$ cat src/bpa_pkg.sv
// Shared types, codes and constants of the bitmap page allocator.
package bpa_pkg;

  localparam int ADDR_W    = 48;
  localparam int CNT_W     = 13;
  localparam int CMD_W     = 3;
  localparam int STAT_W    = 3;
  localparam int CFG_IDX_W = 2;
  localparam int MODE_W    = 3;
  localparam int SRC_W     = 2;

  localparam int MAX_PAGES_DEF     = 4096;
  localparam int PAGE_BITS_DEF     = 12;
  localparam int MAP_WORD_BITS_DEF = 8;

  localparam logic [CMD_W-1:0] CMD_ALLOC = 3'd0;
  localparam logic [CMD_W-1:0] CMD_FREE  = 3'd1;
  localparam logic [CMD_W-1:0] CMD_REL   = 3'd2;
  localparam logic [CMD_W-1:0] CMD_QUERY = 3'd3;

  localparam logic [STAT_W-1:0] STAT_OK           = 3'd0;
  localparam logic [STAT_W-1:0] STAT_NO_MEM       = 3'd1;
  localparam logic [STAT_W-1:0] STAT_NOT_INIT     = 3'd2;
  localparam logic [STAT_W-1:0] STAT_BAD_ADDR     = 3'd3;
  localparam logic [STAT_W-1:0] STAT_NOT_ALIGNED  = 3'd4;
  localparam logic [STAT_W-1:0] STAT_ALREADY_FREE = 3'd5;

  localparam logic [CFG_IDX_W-1:0] CFG_ENABLE = 2'd0;
  localparam logic [CFG_IDX_W-1:0] CFG_BASE   = 2'd1;
  localparam logic [CFG_IDX_W-1:0] CFG_TOTAL  = 2'd2;

  // Walk modes over the page map.
  localparam logic [MODE_W-1:0] WM_SCAN = 3'd0;
  localparam logic [MODE_W-1:0] WM_SET  = 3'd1;
  localparam logic [MODE_W-1:0] WM_CHK  = 3'd2;
  localparam logic [MODE_W-1:0] WM_CLR  = 3'd3;
  localparam logic [MODE_W-1:0] WM_REL  = 3'd4;
  localparam logic [MODE_W-1:0] WM_QRY  = 3'd5;

  // Walk start points.
  localparam logic [SRC_W-1:0] SRC_ZERO  = 2'd0;
  localparam logic [SRC_W-1:0] SRC_START = 2'd1;
  localparam logic [SRC_W-1:0] SRC_FIRST = 2'd2;

  typedef struct packed {
    logic              clr_wr;
    logic              load_item;
    logic              calc;
    logic              div_start;
    logic              div_step;
    logic              walk_init;
    logic [SRC_W-1:0]  walk_src;
    logic [MODE_W-1:0] walk_mode;
    logic              ld;
    logic              bit_step;
    logic              wb;
    logic              fc_add_n;
    logic              fc_sub_n;
    logic              take_addr;
    logic              finish;
    logic [STAT_W-1:0] stat;
  } bpa_cmd_t;

  typedef struct packed {
    logic             clr_last;
    logic             enable;
    logic [CMD_W-1:0] cmd;
    logic             misaligned;
    logic             n_zero;
    logic             free_lt_n;
    logic             total_zero;
    logic             addr_ok;
    logic             run_ok;
    logic             div_done;
    logic             word_end;
    logic             step_last;
    logic             walk_end;
    logic             hit;
  } bpa_stat_t;

endpackage

$ cat src/bpa_ctrl.sv
// Controller state machine of the bitmap page allocator.
module bpa_ctrl (
  input  logic             clk,
  input  logic             rst_n,
  input  logic             in_valid,
  output logic             in_stall,
  input  logic             out_stall,
  output logic             out_valid,
  input  bpa_pkg::bpa_stat_t st,
  output bpa_pkg::bpa_cmd_t  cmd
);
  import bpa_pkg::*;

  localparam logic [3:0] S_CLR  = 4'd0;
  localparam logic [3:0] S_IDLE = 4'd1;
  localparam logic [3:0] S_CALC = 4'd2;
  localparam logic [3:0] S_DEC  = 4'd3;
  localparam logic [3:0] S_DIV  = 4'd4;
  localparam logic [3:0] S_RD   = 4'd5;
  localparam logic [3:0] S_LD   = 4'd6;
  localparam logic [3:0] S_BIT  = 4'd7;
  localparam logic [3:0] S_WB   = 4'd8;
  localparam logic [3:0] S_POST = 4'd9;
  localparam logic [3:0] S_DONE = 4'd10;

  logic [3:0]        state_r, state_nxt;
  logic [MODE_W-1:0] mode_r, mode_nxt;
  logic [STAT_W-1:0] stat_r, stat_nxt;
  logic              out_valid_r, out_valid_nxt;

  assign in_stall  = (state_r != S_IDLE);
  assign out_valid = out_valid_r;

  always_comb begin
    state_nxt     = state_r;
    mode_nxt      = mode_r;
    stat_nxt      = stat_r;
    out_valid_nxt = out_valid_r;
    cmd           = '0;
    if (out_valid_r && !out_stall) begin
      out_valid_nxt = 1'b0;
    end
    case (state_r)
      S_CLR: begin
        cmd.clr_wr = 1'b1;
        if (st.clr_last) begin
          state_nxt = S_IDLE;
        end
      end
      S_IDLE: begin
        if (in_valid) begin
          cmd.load_item = 1'b1;
          state_nxt     = S_CALC;
        end
      end
      S_CALC: begin
        cmd.calc  = 1'b1;
        state_nxt = S_DEC;
      end
      S_DEC: begin
        state_nxt = S_DONE;
        stat_nxt  = STAT_OK;
        if (!st.enable) begin
          stat_nxt = STAT_NOT_INIT;
        end else begin
          case (st.cmd)
            CMD_ALLOC: begin
              if (st.n_zero || st.free_lt_n || st.total_zero) begin
                stat_nxt = STAT_NO_MEM;
              end else begin
                cmd.walk_init = 1'b1;
                cmd.walk_src  = SRC_ZERO;
                cmd.walk_mode = WM_SCAN;
                mode_nxt      = WM_SCAN;
                state_nxt     = S_RD;
              end
            end
            CMD_FREE, CMD_REL: begin
              if (st.misaligned) begin
                stat_nxt = STAT_NOT_ALIGNED;
              end else if (st.n_zero) begin
                stat_nxt = STAT_OK;
              end else if (!st.run_ok) begin
                stat_nxt = STAT_BAD_ADDR;
              end else begin
                cmd.div_start = 1'b1;
                mode_nxt      = (st.cmd == CMD_FREE) ? WM_CHK : WM_REL;
                state_nxt     = S_DIV;
              end
            end
            CMD_QUERY: begin
              if (st.misaligned) begin
                stat_nxt = STAT_NOT_ALIGNED;
              end else if (!st.addr_ok) begin
                stat_nxt = STAT_BAD_ADDR;
              end else begin
                cmd.div_start = 1'b1;
                mode_nxt      = WM_QRY;
                state_nxt     = S_DIV;
              end
            end
            default: stat_nxt = STAT_OK;
          endcase
        end
      end
      S_DIV: begin
        if (st.div_done) begin
          cmd.walk_init = 1'b1;
          cmd.walk_src  = SRC_FIRST;
          cmd.walk_mode = mode_r;
          state_nxt     = S_RD;
        end else begin
          cmd.div_step = 1'b1;
        end
      end
      S_RD: state_nxt = S_LD;
      S_LD: begin
        cmd.ld    = 1'b1;
        state_nxt = S_BIT;
      end
      S_BIT: begin
        cmd.bit_step = 1'b1;
        if (st.step_last || st.word_end) begin
          state_nxt = S_WB;
        end
      end
      S_WB: begin
        cmd.wb    = 1'b1;
        state_nxt = st.walk_end ? S_POST : S_RD;
      end
      S_POST: begin
        state_nxt = S_DONE;
        stat_nxt  = STAT_OK;
        case (mode_r)
          WM_SCAN: begin
            if (st.hit) begin
              cmd.walk_init = 1'b1;
              cmd.walk_src  = SRC_START;
              cmd.walk_mode = WM_SET;
              mode_nxt      = WM_SET;
              state_nxt     = S_RD;
            end else begin
              stat_nxt = STAT_NO_MEM;
            end
          end
          WM_SET: begin
            cmd.fc_sub_n  = 1'b1;
            cmd.take_addr = 1'b1;
          end
          WM_CHK: begin
            if (st.hit) begin
              stat_nxt = STAT_ALREADY_FREE;
            end else begin
              cmd.walk_init = 1'b1;
              cmd.walk_src  = SRC_FIRST;
              cmd.walk_mode = WM_CLR;
              mode_nxt      = WM_CLR;
              state_nxt     = S_RD;
            end
          end
          WM_CLR: cmd.fc_add_n = 1'b1;
          WM_REL: stat_nxt = st.hit ? STAT_ALREADY_FREE : STAT_OK;
          default: stat_nxt = STAT_OK;
        endcase
      end
      S_DONE: begin
        if (!out_valid_r || !out_stall) begin
          cmd.finish    = 1'b1;
          cmd.stat      = stat_r;
          out_valid_nxt = 1'b1;
          state_nxt     = S_IDLE;
        end
      end
      default: state_nxt = S_IDLE;
    endcase
  end

  always_ff @(posedge clk) begin
    if (!rst_n) begin
      state_r     <= S_CLR;
      mode_r      <= WM_SCAN;
      stat_r      <= STAT_OK;
      out_valid_r <= 1'b0;
    end else begin
      state_r     <= state_nxt;
      mode_r      <= mode_nxt;
      stat_r      <= stat_nxt;
      out_valid_r <= out_valid_nxt;
    end
  end

endmodule

$ cat config.mk
export PLATFORM = sky130hd
export DESIGN_NAME = bpa_ctrl
export DESIGN_NICKNAME = d
export VERILOG_FILES = /design/src/bpa_pkg.sv /design/src/bpa_ctrl.sv
export SDC_FILE = /design/constraint.sdc
export NUM_CORES = 1
export LEC_CHECK = 0
export BUFFER_PORTS_ARGS = -buffer_cell sky130_fd_sc_hd__buf_4
export CORE_MARGIN = 10
export CORE_UTILIZATION = 38
export CTS_BUF_LIST = sky130_fd_sc_hd__clkbuf_2 sky130_fd_sc_hd__clkbuf_4 sky130_fd_sc_hd__clkbuf_8
export DETAILED_ROUTE_END_ITERATION = 7
export PLACE_DENSITY = 0.72
export SYNTH_ARGS = -nofsm -noshare
export SYNTH_HDL_FRONTEND = slang
export SYNTH_SLANG_ARGS = --single-unit
$ cat constraint.sdc
create_clock -name clk -period 2.35 [get_ports clk]
set_clock_uncertainty 0.1 [all_clocks]
set_input_delay 0.1175 -clock clk [delete_from_list [all_inputs] [get_ports clk]]
set_output_delay 0.1175 -clock clk [all_outputs]
set_load 0.03 [all_outputs]
# After elaboration in Yosys (flattened, before gate mapping)
# Index checks and enable logic that the tools add are counted.
# totals
inputBits	20
regBits	11
n_memories	0
romBits	0
output_inout_bits	23
ram_bits	0
latchBits	0
word_cells	129
# op_classes
n_reduce_logical	15
div_mod_pow	0
muxes	76
multipliers	0
shifts	0
magnitude_cmp	0
bitwise_logic	0
add_sub_neg	0
eq_ne	34
# op_table
operator	n
$mux 4	17
$mux 3	15
$pmux 4 s11	1
$mux 6	6
$ne 3x3->1 const B	8
$pmux 3 s2	4
$mux 1	22
$pmux 3 s3	2
$pmux 6 s3	1
$eq 4x3->1 const B	4
$eq 3x2->1 const B	4
$eq 4x4->1 const B	3
$ne 2x2->1 const B	6
$pmux 4 s3	1
$pmux 6 s2	1
$reduce_and 12->1	1
$eq 4x2->1 const B	2
$mux 2	4
$ne 4x1->1 const B	2
$pmux 4 s2	1
$eq 3x1->1 const B	2
$logic_not 3->1	2
$reduce_and 5->1	1
$eq 4x1->1 const B	1
other kinds (9)	14

# Depth between registers and ports, before layout
# Gate-level depths: netlist of the first run.
# depth
ltp_word	8
depth_mapped	6

# Worst setup path after synthesis of the first run
# Ideal clock, no wire load.
# synth_path
path_type	flip-flop to output port
startpoint	register state_r[3]
endpoint	output port cmd[11] in the netlist's numbering
t_arrival_ns	2.308
path_buffers	1
stages_incl_launch_ff	5
setup_slack_ns	-0.175
cell_sequence	dfxtp_1 -> clkbuf_8 -> nand4bb_2 -> o41ai_1 -> and2_1
# synth_lines
element	line_no	text
from (decl)	bpa_ctrl.sv:26	logic [3:0] state_r, state_nxt;
from (signal assigned)	bpa_ctrl.sv:185	state_r <= state_nxt;
to (decl)	bpa_ctrl.sv:10	output bpa_pkg::bpa_cmd_t cmd

==> results.md, run 1 <==
- Run status: finished, final reports clean
- Average instance area after synthesis: between 7 and 8 um^2
- Clock input transition at the sequential cells of the worst setup and hold paths: around 80 ps
- Crit path cell chain: nand2b_1 > or4b_1 > o41ai_2 > and2_1 > buf_4
- Count of input and output buffers: 42
- Post-route fraction of the period consumed by the critical path: about 94%
- LEAKAGE: roughly 0.56 nW
- Synth Register Bits: 11
- Routability congestion estimate: 0.875
- GR Overflow Total: 0
- Detailed-routing iteration count for the pre-antenna-repair pass: 4
- Arrival time at the worst endpoint: roughly 2000 ps
- Total inserted antenna cells: 0
- Main flop type after synthesis: sky130_fd_sc_hd__dfxtp_1
- Detailed Route WL: ~3100 um
- Number of hold violations in the final report: 0
- DIE HEIGHT: 72.6 um
- Crit path kind: reg2out
- Post-synthesis net count: around 150
- Die width: a little over 70 um
- Post-route cell area: between 1000 and 1500 um^2
- Slowest cell delay on critical path: ~630 ps
- Total die area: 5260 um^2
- Site row count: 19
- Netlist area before placement: 1050 um^2
- Required time of the worst setup path: around 2100 ps
- Post-route ant nets: 0
- Setup repair after global routing missed its margin: false
- Placeable core region: roughly 2700 um^2
- Timing-limited maximum frequency: roughly 450 MHz
- Post-synthesis cell type count: 54
- FILL cells: ~280
- Worst skew pair latency: 280 ps
- H-tree levels: 1
- Power density over cell area: 332 nW/um^2
- WL/cell: 15.4 um
- Highest net fanout along the worst path: 13
- Endpoints failing setup: 0
- Sequential share of the synthesized area: a little over a fifth
- Most frequent cells in the layout: 42 x sky130_fd_sc_hd__buf_4, 12 x sky130_fd_sc_hd__nand2_1, 11 x sky130_fd_sc_hd__nor2_1
- Slew Limit Fails: 0
- Family with the most delay on the worst path: simple AND/OR/NAND/NOR gates
- Synthesis-to-finish area growth: 34.0%
- Placed cells: approximately 200
- Avg Vias per Cell: 5.76
- Post-synth EDFFs: 0
- Slew at the pin with the worst max-slew slack: 497 ps
- Maximum number of buffers from clock root to sink: 2
- Critical path capture point type: output port
- Number of antenna violations at the first check in global routing: 0
- Crit path launch type: flip-flop
- Slew HR: around two thirds
- Max IR drop VDD: between 0.2 and 0.25 mV
- DRC violations left: 0
- Vias after detailed routing: around 1200
- GRT Overall Usage: between 10% and 20%
- Cell at the root of the clock tree: sky130_fd_sc_hd__clkbuf_4
- CTS Sinks: 11
- Non-filler instance count after layout: just over 200
- Worst path buffer plus inverter count: 1
- Maximum number of pins on one net before global-route repair: 17
- Buffers inserted by post-CTS timing repair: 0
- Area of placed instances: around 1300 um^2
- Slowest cell on crit path: sky130_fd_sc_hd__or4b_1
- Via count of the first global-routing pass: 1142
- Minimum clock period after layout: around 2200 ps
- Nets@finish: between 150 and 200
- Yosys warns: 0
- Fraction of final layout cells sized beyond drive strength 1: just under 40%
- First-pass GRT wire length: around 5000 um
- Count of mapped cells out of synthesis: ~130
- Worst min path class: in2reg
- Leading cell type in the layout, fill and taps excluded: sky130_fd_sc_hd__buf_4
- Setup tns final: 0 ps
- Share of flip-flops with an asynchronous set or reset after synthesis: 0%
- Min Hold Slack: about 30 ps
- Num ports: 43
- Clock tree from TritonCTS: yes
- Number of buffers added by the clock tree synthesis step: 3
- Initial standard-cell utilization of the core: 38.7%
- Hpwl dp: 2590 um
- MaxCap Viol Count: 0
- Violation count after the first detailed-routing iteration: 51
[cells in the mapped netlist (all sizes together), types with 3 or more instances]
library cell / instances / area, um^2
nor2: 11 / 41.3
nand4bb: 3 / 38.8
nand2: 13 / 51.3
buf: 6 / 38.8
nor4: 6 / 52.6
nor3: 7 / 46.3
a21oi: 9 / 45.0
a31oi: 4 / 25.0
dfxtp: 11 / 220
inv: 4 / 15.0
nand2b: 3 / 18.8
nor3b: 4 / 40.0
clkbuf: 3 / 31.3
o21ai: 5 / 25.0
and2: 4 / 25.0
and3: 3 / 18.8
[path summary, 6_finish.rpt]
| path | from | endpoint | slack (ps) | depth (start not counted) |
|---|---|---|---|---|
| setup / recovery | state_r[2] | cmd[11] | 140 | 5 |
| hold / removal | rst_n | stat_r[0] | 30 | 2 |
| setup reg to reg | state_r[0] | state_r[2] | 390 | 5 |
| hold reg to reg | stat_r[2] | stat_r[2] | 380 | 2 |
[logic make-up after synthesis]
| kind of cell | after synthesis | synth area share (%) |
|---|---|---|
| multiplexers | 2 | 2.03 |
| AO/OA/AOI/OAI | 32 | 20.5 |
| XOR/XNOR | 4 | 3.34 |
| buffers and inverters | 13 | 8.10 |
| AND/OR/NAND/NOR | 70 | 45.1 |
| flip-flops | 11 | 21.0 |
[area by class of cell]
type	count	area [um^2]	area share [%]
well taps	31	38.8	2.76
inverters	4	15.0	1.07
multi-input cells	108	763	54.3
repair buffers	44	335	23.8
flip-flops and latches	11	224	15.9
clock buffers	4	30.0	2.14
[stage by stage]
step | utilization (%) | setup slack [ps] | total power [mW]
5_1_grt | 51.9 | 31.9 | 0.485
6_report | 51.9 | 138 | 0.466
3_3_place_gp | 49.5 | 335 | 0.318
4_1_cts | 51.4 | 51.7 | 0.466
3_5_place_dp | 49.5 | 278 | 0.320
2_1_floorplan | - | 2.03 | 0.270
[repair_timing]
item	CTS	global route
endpoints found under the setup margin	1	5
resized for setup	1	3
endpoints found under the hold margin	2	0
hold buffers	2	0
[routing by layer]
metal | up-vias | global-route usage, % | wire [um]
met3 | 9 | 2.32 | 219
met1 | 535 | 13.6 | 1330
met2 | 47 | 18.9 | 1490
li1 | 573 | - | -
met5 | - | 0 | 0
met4 | 0 | 6.12 | 75
[state kept, by name (all words and copies together), names as in the netlist]
register,cells
state_r,4
mode_r,3
stat_r,3
out_valid,1
[power by group]
part           internal, mW  switching [mW]  leakage [nW]
clock network        0.0774          0.0697        0.0184
logic                0.0584          0.0584         0.449
registers             0.190          0.0125        0.0902
No activity file was read; power rests on OpenSTA's default activity.
==> run 2, diff against run 1 <==
- CELL_PAD_IN_SITES_DETAIL_PLACEMENT: unset -> 0
- CELL_PAD_IN_SITES_GLOBAL_PLACEMENT: unset -> 1
- CORE_UTILIZATION: 38 -> 37
- GPL_ROUTABILITY_DRIVEN: unset -> 0
- PLACE_DENSITY: 0.72 -> 0.93
==> run 2 against run 1 <==
  * Routed wire length is 0.35% lower
  * Worst setup slack improved by 48 ps
  * Count of clock-buffer cells in the layout unchanged
  * Sequential share of layout area fell by 0.13 points
  * Core utilization decreased by 0.31 points
  * Design area up 0.27%
  * Maximum frequency grew 2.2%
  * Worst hold slack better by 13 ps
  * Combinational power is essentially flat
  * Largest power group unchanged
  * Sequential cell count unchanged
  * Global-route usage rose by 0.63 points
  * Total power is 1.4% lower
==> results.md, run 2 (synthesized netlist as in run 1, its figures left out) <==
- Run status: finished, final reports clean
- Detailed Route WL: between 3000 and 4000 um
- Crit path cell chain: nand4bb_2 > or2_2 > nor3_1 > buf_4
- Global routing usage on met1: approximately 14%
- Number of hold violations in the final report: 0
- Critical path capture point type: output port
- Highest net fanout along the worst path: 15
- Hpwl dp: between 2000 and 3000 um
- Slew at the pin with the worst max-slew slack: ~520 ps
- Required time of the worst setup path: around 2100 ps
- Number of antenna violations at the first check in global routing: 0
- Avg Vias per Cell: about 5.6
- Launch point of the worst path: state_r[1]
- WL/cell: about 15 um
- Maximum number of pins on one net before global-route repair: 17
- Endpoints failing setup: 0
- Post-route fraction of the period consumed by the critical path: just over 90%
- Most frequent cells in the layout: 44 x sky130_fd_sc_hd__buf_4, 12 x sky130_fd_sc_hd__nand2_1, 11 x sky130_fd_sc_hd__nor2_1
- Fraction of final layout cells sized beyond drive strength 1: a little under 40%
- Worst Setup Slack post-DPL: 388 ps
- Setup repair after global routing missed its margin: false
- Most flop-heavy register: state_r
- Power density over cell area: 326 nW/um^2
- Die width: around 73 um
- Leading cell type in the layout, fill and taps excluded: sky130_fd_sc_hd__buf_4
- GRT Overall Usage: approximately 12%
- Detailed-routing iteration count for the pre-antenna-repair pass: 4
- Num ports: 43
- LEAKAGE: roughly 0.57 nW
- Slew Limit Fails: 0
- Synthesis-to-finish area growth: 34.3%
- Total inserted antenna cells: 0
- Site row count: 19
- Largest register FFs: 4
- Vias after detailed routing: around 1100
- Regs by FF count: state_r (4), mode_r (3), stat_r (3)
- Global routing's busiest layer: met2
- H-tree levels: 1
- Slowest cell on crit path: sky130_fd_sc_hd__dfxtp_1
- Buffers inserted by post-CTS timing repair: 0
- Minimum clock period after layout: 2160 ps
- Reg-to-reg slack, setup: around 420 ps
- GR Overflow Total: 0
- Worst skew pair latency: between 200 and 300 ps
- Worst hold start: rst_n
- Via count of the first global-routing pass: around 1100
- CTS Sinks: 11
- GR met2 Demand/Resource: between 20% and 30%
- Slew HR: between 60% and 70%
- Post-route ant nets: 0
- R2R Path Start: state_r[1]
- Slowest cell delay on critical path: 470 ps
- Setup tns final: 0 ps
- Crit path launch type: flip-flop
- Arrival time at the worst endpoint: a little under 2000 ps
- Placeable core region: between 2000 and 3000 um^2
- Final Core Density: 51.6%
- Total die area: around 5400 um^2
- DRC violations left: 0
- First-pass GRT wire length: around 5500 um
- Final setup margin: roughly 190 ps
- MaxCap Viol Count: 0
- Worst min path class: in2reg
- Initial standard-cell utilization of the core: 38.4%
- GR Layer Usage met3: approximately 3.1%
- Max IR drop VDD: between 0.2 and 0.25 mV
- Non-filler instance count after layout: 204
- Crit path kind: reg2out
- Timing-limited maximum frequency: between 400 and 500 MHz
- FILL cells: 267
- Violation count after the first detailed-routing iteration: 37
- Cell at the root of the clock tree: sky130_fd_sc_hd__clkbuf_4
- Clock tree from TritonCTS: yes
- Maximum number of buffers from clock root to sink: 2
- DIE HEIGHT: 73.3 um
- Count of input and output buffers: 42
- Placed cells: around 200
- Number of buffers added by the clock tree synthesis step: 3
- Nets@finish: about 190
- Clock input transition at the sequential cells of the worst setup and hold paths: about 70 ps
[run 2: cell count changes in the layout (fill, tap and decap cells not counted)]
cell	previous run	this run
sky130_fd_sc_hd__dfxtp_1	8	9
sky130_fd_sc_hd__nand4bb_4	1	0
sky130_fd_sc_hd__a2111oi_1	0	1
sky130_fd_sc_hd__dfxtp_2	3	2
sky130_fd_sc_hd__nand4bb_2	0	1
sky130_fd_sc_hd__a2111oi_0	1	0
sky130_fd_sc_hd__buf_4	42	44
[run 2: per-stage QoR]
step / hold slack (ps) / power, mW / instance area (um^2)
6_report: 42.6 / 0.460 / 1410
5_1_grt: 38.6 / 0.490 / 1410
4_1_cts: 32.6 / 0.463 / 1410
3_5_place_dp: 237 / 0.319 / 1360
3_3_place_gp: 234 / 0.317 / 1360
2_1_floorplan: 121 / 0.270 / 1060
[run 2: worst max-delay path, delay by kind of cell (launching register included)]
kind	cells	cell delay, ps
DFF	1	470
and+or+nand+nor	3	1010
buffers and inverters	1	210
[run 2: worst paths after layout]
path / endpoint / cells past startpoint
max: cmd[4] / 4
min: stat_r[0] / 2
max reg2reg: mode_r[2] / 5
min reg2reg: stat_r[2] / 2
[run 2: timing repair]
item,4_1_cts,5_1_grt
endpoints found under the setup margin,0,6
hold endpoints to repair,2,0
hold buffers,2,0
gates resized for setup,0,3
[run 2: cell type report]
class,count,area [um^2],share of cell area (%)
Timing Repair Buffer,46,350,24.8
Clock buffer,4,30.0,2.13
Tap cell,31,38.8,2.75
Sequential cell,11,223,15.8
Inverter,4,15.0,1.06
Multi-Input combinational cell,108,753,53.4
[run 2: power breakdown]
| part | internal [mW] | switching (mW) | total, mW | leakage [nW] |
|---|---|---|---|---|
| clock | 0.0771 | 0.0640 | 0.141 | 0.0184 |
| combinational | 0.0583 | 0.0584 | 0.117 | 0.460 |
| sequential | 0.190 | 0.0121 | 0.202 | 0.0896 |
| total | 0.325 | 0.135 | 0.460 | 0.568 |
[run 2: routing by layer]
layer / share of wire [%] / wire length, um
met1: 42 / 1300
met2: 51 / 1590
met4: 0.74 / 23
met5: 0 / 0
met3: 6.0 / 187
